`config.mk`:
```
export PLATFORM = sky130hd
export DESIGN_NAME = integer_add_sub_mult_unit
export DESIGN_NICKNAME = d
export VERILOG_FILES = /design/src/rtl/iasm_pkg.sv /design/src/rtl/iasm_addsub.sv /design/src/rtl/iasm_mul_pipe.sv /design/src/rtl/integer_add_sub_mult_unit.sv
export SDC_FILE = /design/constraint.sdc
export NUM_CORES = 2
export LEC_CHECK = 0
export BUFFER_PORTS_ARGS = -buffer_cell sky130_fd_sc_hd__buf_2
export CAP_MARGIN = 15
export CORE_UTILIZATION = 45
export CTS_CLUSTER_DIAMETER = 40
export DETAILED_ROUTE_END_ITERATION = 10
export GPL_ROUTABILITY_DRIVEN = 0
export PLACE_DENSITY = 0.69
export SLEW_MARGIN = 20
export SYNTH_ARGS = -nofsm -noshare
export SYNTH_HDL_FRONTEND = slang
export SYNTH_SLANG_ARGS = --single-unit
```
`constraint.sdc`:
```
create_clock -name clk_i -period 7.15 [get_ports clk_i]
set_input_delay 0.3575 -clock clk_i [delete_from_list [all_inputs] [get_ports clk_i]]
set_output_delay 0.3575 -clock clk_i [all_outputs]
set_load 0.05 [all_outputs]
```
`src/rtl/iasm_pkg.sv`:
```
// ----------------------------------------------------------------------------
// iasm_pkg
// Shared types and constants of the integer add/subtract/multiply unit.
// ----------------------------------------------------------------------------
package iasm_pkg;

  localparam int unsigned WordW = 32;
  localparam int unsigned HalfW = 16;
  localparam int unsigned OpW   = 3;

  // Operation codes; codes 6 and 7 are undefined and yield all-zero results
  typedef enum logic [OpW-1:0] {
    OP_UADD  = 3'd0,
    OP_USUB  = 3'd1,
    OP_SADD  = 3'd2,
    OP_SSUB  = 3'd3,
    OP_UMULT = 3'd4,
    OP_SMULT = 3'd5
  } opcode_e;

  // Add/subtract unit outputs for one request
  typedef struct packed {
    logic [WordW-1:0] sum;       // wrapped a+b
    logic [WordW-1:0] diff;      // wrapped a-b
    logic             carry;     // unsigned carry out of the add
    logic             borrow;    // unsigned borrow of the subtract
    logic             add_ovf;   // signed overflow of the add
    logic             sub_ovf;   // signed overflow of the subtract
  } addsub_res_t;

endpackage

```
`src/rtl/iasm_addsub.sv`:
```
// ----------------------------------------------------------------------------
// iasm_addsub
// Combinational 32-bit adder and subtractor with carry, borrow and signed
// overflow detection.
// ----------------------------------------------------------------------------
module iasm_addsub
  import iasm_pkg::*;
(
  input  logic [WordW-1:0] a_i,
  input  logic [WordW-1:0] b_i,
  output addsub_res_t      res_o
);

  logic [WordW:0] sum_ext;
  logic [WordW:0] diff_ext;

  // Extended add and subtract; the top bit is carry or borrow
  assign sum_ext  = {1'b0, a_i} + {1'b0, b_i};
  assign diff_ext = {1'b0, a_i} - {1'b0, b_i};

  assign res_o.sum    = sum_ext[WordW-1:0];
  assign res_o.diff   = diff_ext[WordW-1:0];
  assign res_o.carry  = sum_ext[WordW];
  assign res_o.borrow = diff_ext[WordW];

  // Signed overflow by sign rule
  assign res_o.add_ovf = ~(a_i[WordW-1] ^ b_i[WordW-1]) &
                         (a_i[WordW-1] ^ sum_ext[WordW-1]);
  assign res_o.sub_ovf = (a_i[WordW-1] ^ b_i[WordW-1]) &
                         (a_i[WordW-1] ^ diff_ext[WordW-1]);

endmodule

```
`src/rtl/iasm_mul_pipe.sv`:
```
// ----------------------------------------------------------------------------
// iasm_mul_pipe
// Three-stage 32x32 multiplier: 16x16 partial products, partial-product sum,
// then the two's complement correction of the high word.
// ----------------------------------------------------------------------------
module iasm_mul_pipe
  import iasm_pkg::*;
(
  input  logic               clk_i,
  input  logic [WordW-1:0]   a_i,
  input  logic [WordW-1:0]   b_i,
  input  logic               signed_i,
  output logic [2*WordW-1:0] prod_o
);

  // Stage 1: partial products and correction inputs
  logic [WordW-1:0] pp_ll_q, pp_lh_q, pp_hl_q, pp_hh_q;
  logic [WordW-1:0] corr_a_q, corr_b_q;
  // Stage 2: unsigned product and combined correction
  logic [2*WordW-1:0] uprod_q;
  logic [WordW-1:0]   corr_q;
  // Stage 3: corrected product
  logic [2*WordW-1:0] prod_q;

  always_ff @(posedge clk_i) begin
    pp_ll_q  <= a_i[HalfW-1:0]     * b_i[HalfW-1:0];
    pp_lh_q  <= a_i[HalfW-1:0]     * b_i[WordW-1:HalfW];
    pp_hl_q  <= a_i[WordW-1:HalfW] * b_i[HalfW-1:0];
    pp_hh_q  <= a_i[WordW-1:HalfW] * b_i[WordW-1:HalfW];
    // a negative subtracts b from the high word, b negative subtracts a
    corr_a_q <= (signed_i && a_i[WordW-1]) ? b_i : '0;
    corr_b_q <= (signed_i && b_i[WordW-1]) ? a_i : '0;
  end

  always_ff @(posedge clk_i) begin
    uprod_q <= {pp_hh_q, pp_ll_q}
             + {{HalfW{1'b0}}, pp_lh_q, {HalfW{1'b0}}}
             + {{HalfW{1'b0}}, pp_hl_q, {HalfW{1'b0}}};
    corr_q  <= corr_a_q + corr_b_q;
  end

  always_ff @(posedge clk_i) begin
    prod_q <= {uprod_q[2*WordW-1:WordW] - corr_q, uprod_q[WordW-1:0]};
  end

  assign prod_o = prod_q;

endmodule

```
`src/rtl/integer_add_sub_mult_unit.sv`:
```
// ----------------------------------------------------------------------------
// integer_add_sub_mult_unit
// Integer add, subtract and exact 32x32 multiply unit with a fixed latency.
// ----------------------------------------------------------------------------
// Usage: the unit takes a request at every clock edge where start_i is high;
// busy_o is always low, so a request may be issued in every cycle. Each
// request yields exactly one result, shown on the result ports for one cycle
// with done_o high; the receiver cannot stall the unit and must take the
// result in that cycle. The result passes the three-stage multiplier
// (partial products, partial-product sum, signed correction) and then the
// result select register; add and subtract results ride along the same
// stages so order is kept.
module integer_add_sub_mult_unit
  import iasm_pkg::*;
(
  input  logic             clk_i,
  input  logic             rst_ni,
  input  logic             start_i,
  output logic             busy_o,
  input  logic [OpW-1:0]   opcode_i,
  input  logic [WordW-1:0] operand_a_i,
  input  logic [WordW-1:0] operand_b_i,
  output logic             done_o,
  output logic [WordW-1:0] result_low_o,
  output logic [WordW-1:0] result_high_o,
  output logic             overflow_flag_o
);

  localparam int unsigned Stages = 4;

  addsub_res_t        as_res;
  logic [2*WordW-1:0] prod;
  logic               req;

  // Valid bits and stage payload
  logic [Stages-1:0]  vld_q;
  logic [OpW-1:0]     op_q [Stages-1];
  logic [WordW-1:0]   as_low_q [Stages-1];
  logic               as_flag_q [Stages-1];
  logic [WordW-1:0]   as_low_d;
  logic               as_flag_d;

  logic [WordW-1:0]   res_low_d, res_high_d;
  logic               res_flag_d;
  logic [WordW-1:0]   res_low_q, res_high_q;
  logic               res_flag_q;

  assign busy_o = 1'b0;
  assign req    = start_i && !busy_o;

  iasm_addsub u_addsub (
    .a_i   (operand_a_i),
    .b_i   (operand_b_i),
    .res_o (as_res)
  );

  iasm_mul_pipe u_mul (
    .clk_i    (clk_i),
    .a_i      (operand_a_i),
    .b_i      (operand_b_i),
    .signed_i (opcode_i == OP_SMULT),
    .prod_o   (prod)
  );

  // Select add/sub word and flag in the first stage
  always_comb begin
    as_low_d  = '0;
    as_flag_d = 1'b0;
    case (opcode_i)
      OP_UADD: begin
        as_low_d  = as_res.sum;
        as_flag_d = as_res.carry;
      end
      OP_USUB: begin
        as_low_d  = as_res.diff;
        as_flag_d = as_res.borrow;
      end
      OP_SADD: begin
        as_low_d  = as_res.sum;
        as_flag_d = as_res.add_ovf;
      end
      OP_SSUB: begin
        as_low_d  = as_res.diff;
        as_flag_d = as_res.sub_ovf;
      end
      default: begin
        as_low_d  = '0;
        as_flag_d = 1'b0;
      end
    endcase
  end

  // Valid chain
  always_ff @(posedge clk_i or negedge rst_ni) begin
    if (!rst_ni) begin
      vld_q <= '0;
    end else begin
      vld_q <= {vld_q[Stages-2:0], req};
    end
  end

  // Payload alongside the multiplier stages
  always_ff @(posedge clk_i) begin
    op_q[0]      <= opcode_i;
    as_low_q[0]  <= as_low_d;
    as_flag_q[0] <= as_flag_d;
    for (int i = 1; i < Stages - 1; i++) begin
      op_q[i]      <= op_q[i-1];
      as_low_q[i]  <= as_low_q[i-1];
      as_flag_q[i] <= as_flag_q[i-1];
    end
  end

  // Final result select
  always_comb begin
    res_low_d  = '0;
    res_high_d = '0;
    res_flag_d = 1'b0;
    case (op_q[Stages-2])
      OP_UADD, OP_USUB, OP_SADD, OP_SSUB: begin
        res_low_d  = as_low_q[Stages-2];
        res_flag_d = as_flag_q[Stages-2];
      end
      OP_UMULT, OP_SMULT: begin
        res_low_d  = prod[WordW-1:0];
        res_high_d = prod[2*WordW-1:WordW];
      end
      default: begin
        res_low_d  = '0;
        res_high_d = '0;
        res_flag_d = 1'b0;
      end
    endcase
  end

  always_ff @(posedge clk_i) begin
    res_low_q  <= res_low_d;
    res_high_q <= res_high_d;
    res_flag_q <= res_flag_d;
  end

  assign done_o          = vld_q[Stages-1];
  assign result_low_o    = res_low_q;
  assign result_high_o   = res_high_q;
  assign overflow_flag_o = res_flag_q;

  // Each result traces back to an earlier request
  a_done_has_req: assert property (@(posedge clk_i) disable iff (!rst_ni)
    done_o |-> $past(start_i, Stages))
    else $error("result without matching request");

  // Add and subtract leave the high word clear
  a_addsub_high_zero: assert property (@(posedge clk_i) disable iff (!rst_ni)
    (done_o && ($past(opcode_i, Stages) == OP_UADD || $past(opcode_i, Stages) == OP_USUB ||
      $past(opcode_i, Stages) == OP_SADD || $past(opcode_i, Stages) == OP_SSUB))
    |-> (result_high_o == '0))
    else $error("add/sub result has nonzero high word");

  // Multiplies never flag
  a_mult_no_flag: assert property (@(posedge clk_i) disable iff (!rst_ni)
    (done_o && ($past(opcode_i, Stages) == OP_UMULT ||
      $past(opcode_i, Stages) == OP_SMULT)) |-> !overflow_flag_o)
    else $error("multiply raised overflow flag");

  // Unsigned multiply low word matches the operands' low product
  a_umult_low: assert property (@(posedge clk_i) disable iff (!rst_ni)
    (done_o && $past(opcode_i, Stages) == OP_UMULT) |->
    (result_low_o == WordW'($past(operand_a_i, Stages) * $past(operand_b_i, Stages))))
    else $error("multiply low word mismatch");

endmodule

```
==> metrics.csv <==
metric,value,unit
Final Instance Area,59200,um^2
Iter 0 DRT Violations,2932,
Slew Limit Headroom,23.7,%
R2R Path Start,u_mul.pp_hl_q[0]$_DFF_P_,
Slew @ Worst Pin,1140,ps
post-layout util,50.1,%
initial antenna violation count,20,
RSZ-0062 raised after global routing,false,
Cells after Synth,5830,
total number of vias,40100,
Hold Path Depth,2,
most common flop cell mapped by yosys,dfxtp_1,
std cell rows,126,
clk root buf,clkbuf_16,
DRT antenna net count,0,
grt ovf,0,
routed wire length,147000,um
CTS tree,done,
NumNets Final,7394,
setup TNS,0,ps
clk sink count,526,
Final WS setup,781,ps
Worst Reg-to-Reg Cells,17,
Final Max Tran Viols,0,
dpl hpwl,118000,um
Clock transition at path regs,60,ps
register area share after synthesis,19.6,%
Yosys warning total,0,
wire length per cell,19.5,um
Crit. End Element,flip-flop,
placed inst area,56600,um^2
"Max FO, Critical Path",13,
total CTS buffers,69,
synth-to-layout area growth,10.0,%
worst-skew pair later-pin latency,640,ps
Netlist Area Pre-Place,53800,um^2
fillcell total,10800,
largest cells by area after synthesis,"fa_1, dfxtp_1, ha_1",
reg2reg end,u_mul.uprod_q[53]$_DFF_P_,
largest net degree at the start of global routing,50,
post-synthesis average cell area,9.23,um^2
post-detailed-route via-to-cell ratio,5.32,
min Tclk post-route,6370,ps
CORE AREA,118000,um^2
CP required,7700,ps
first-pass GRT wire length,232000,um
Netlist cell types,90,
CP Class,in -> reg,
Port-buffer cells,135,
Yosys top cell by area,fa_1,
post-synthesis register bit count,526,
final hold vios,0,
most numerous cell in the Yosys netlist,inv_1,
Post-synth EDFFs,0,
vias in the first global route,41700,
Final Cycle Share,89.1,%
final setup fails,0,
Worst Hold Class,in -> reg,
die area,121000,um^2
worst min-delay path startpoint,operand_b_i[18],
Die W,348,um
I/O pins,137,
Max Clock Skew,33.6,ps
most instantiated cells after synthesis,"inv_1, fa_1, nand2_1, ha_1, and2_1",
status,"finished, final reports clean",
Die Y,348,um
pre-CTS setup slack,245,ps
DRC errors left,0,
starting density of the core,45.5,%
Max-cap violations,0,
share of cells above drive strength 1,7.21,%
Critical Path AT,6920,ps
ys async rst share,0.760,%
TritonRoute pass-1 iters,6,
Yosys top cell area share,30.2,%
flop2flop setup slack,2890,ps
crit start category,primary input,
global-route usage over all layers,24.7,%
Hold Path End,u_mul.corr_a_q[18]$_SDFF_PN0_,
CTS max path bufs,3,
syn_nets,7287,
f_max,157,MHz
H-tree depth,3,
## area by class of cell
class / instances / area (um^2) / area share, %
multi-input cells: 4008 / 38400 / 64.9
well taps: 1536 / 1920 / 3.25
clock inverters: 43 / 632 / 1.07
repair buffers: 273 / 1800 / 3.03
inverters: 1059 / 3980 / 6.71
clock buffers: 85 / 1900 / 3.21
diodes: 13 / 32.5 / 0.0549
flip-flops and latches: 526 / 10600 / 17.8
## metrics by stage
| step | std cells | hold WS [ps] |
|---|---|---|
| floorplan | 5830 | 61.9 |
| global placement | 7398 | 159 |
| global route | 7535 | 182 |
| CTS | 7530 | 148 |
| finish | 7543 | 195 |
| detailed placement | 7398 | 162 |
## cells in the final DEF (no fill, tap or decap), types with 135 or more instances in the layout
cell / instances
a21oi_1: 220
and2_1: 548
buf_2: 135
dfxtp_1: 522
fa_1: 813
ha_1: 574
inv_1: 1058
nand2_1: 665
nor2_1: 207
o21ai_0: 146
xnor2_1: 168
## metal layers
layer  routed length, um  vias up  track usage [%]
met2               67600     1600             40.4
met4                6850        8             11.1
li1                    -    18300                -
met5                  52        -                0
met1               59000    19900             31.5
met3               13700      354             5.22
## registers in the layout (all words and copies together), names as in the netlist, 32 cells and up
register	cells
as_low_q	96
u_mul.prod_o	64
u_mul.pp_hl_q	32
u_mul.corr_b_q	32
u_mul.corr_a_q	32
result_low_o	32
u_mul.corr_q	32
u_mul.pp_hh_q	32
u_mul.pp_ll_q	32
u_mul.pp_lh_q	32
u_mul.uprod_q	64
result_high_o	32
## kinds of logic (layout without fill, tap and decap cells)
group                      after synthesis  after routing  synth area share, %
buffers and inverters                 1296           1460                 9.05
other                                    1             14              0.00697
and+or+nand+nor                       1668           1668                 15.2
xor gates and xnor gates               235            235                 3.82
DFF                                    526            526                 19.6
adders and majority gates             1387           1387                 43.6
AOI/OAI and AO/OA                      712            712                 8.62
muxes                                    5              5               0.0976
## critical path, stage by stage
cell and delay [ps]:
buf_2 300, buf_4 300, ha_1 400, fa_1 480, inv_1 80, fa_1 440, fa_1 430, fa_1 490
inv_1 60, fa_1 530, inv_1 50, fa_1 470, inv_1 40, ha_1 320, a21o_1 170, a21oi_1 130
o21ai_1 110, o31a_1 280, a31oi_1 300, a21oi_1 160, a31oi_1 410, o311ai_0 230, a21oi_1 230, xnor2_1 130
## worst max path at each step
stage	startpoint	end	slack, ps
after floorplan	operand_b_i[17]	u_mul.pp_lh_q[28]$_DFF_P_	770
after global placement	operand_a_i[22]	u_mul.pp_hh_q[30]$_DFF_P_	310
after detailed placement	operand_a_i[22]	u_mul.pp_hh_q[30]$_DFF_P_	250
after CTS	operand_a_i[22]	u_mul.pp_hh_q[30]$_DFF_P_	890
after global routing	operand_b_i[1]	u_mul.pp_hl_q[28]$_DFF_P_	480
final	operand_b_i[21]	u_mul.pp_hh_q[30]$_DFF_P_	780
## repair_timing
action,in CTS,in global routing
buffers inserted,0,0
gates resized for setup,0,0
hold buffers,4,0
setup endpoints to repair,0,0
endpoints found under the hold margin,6,0
Power is left out: the tool's default activity adds up to more than one toggle a clock period on the data nets, which glitch-free logic cannot reach.
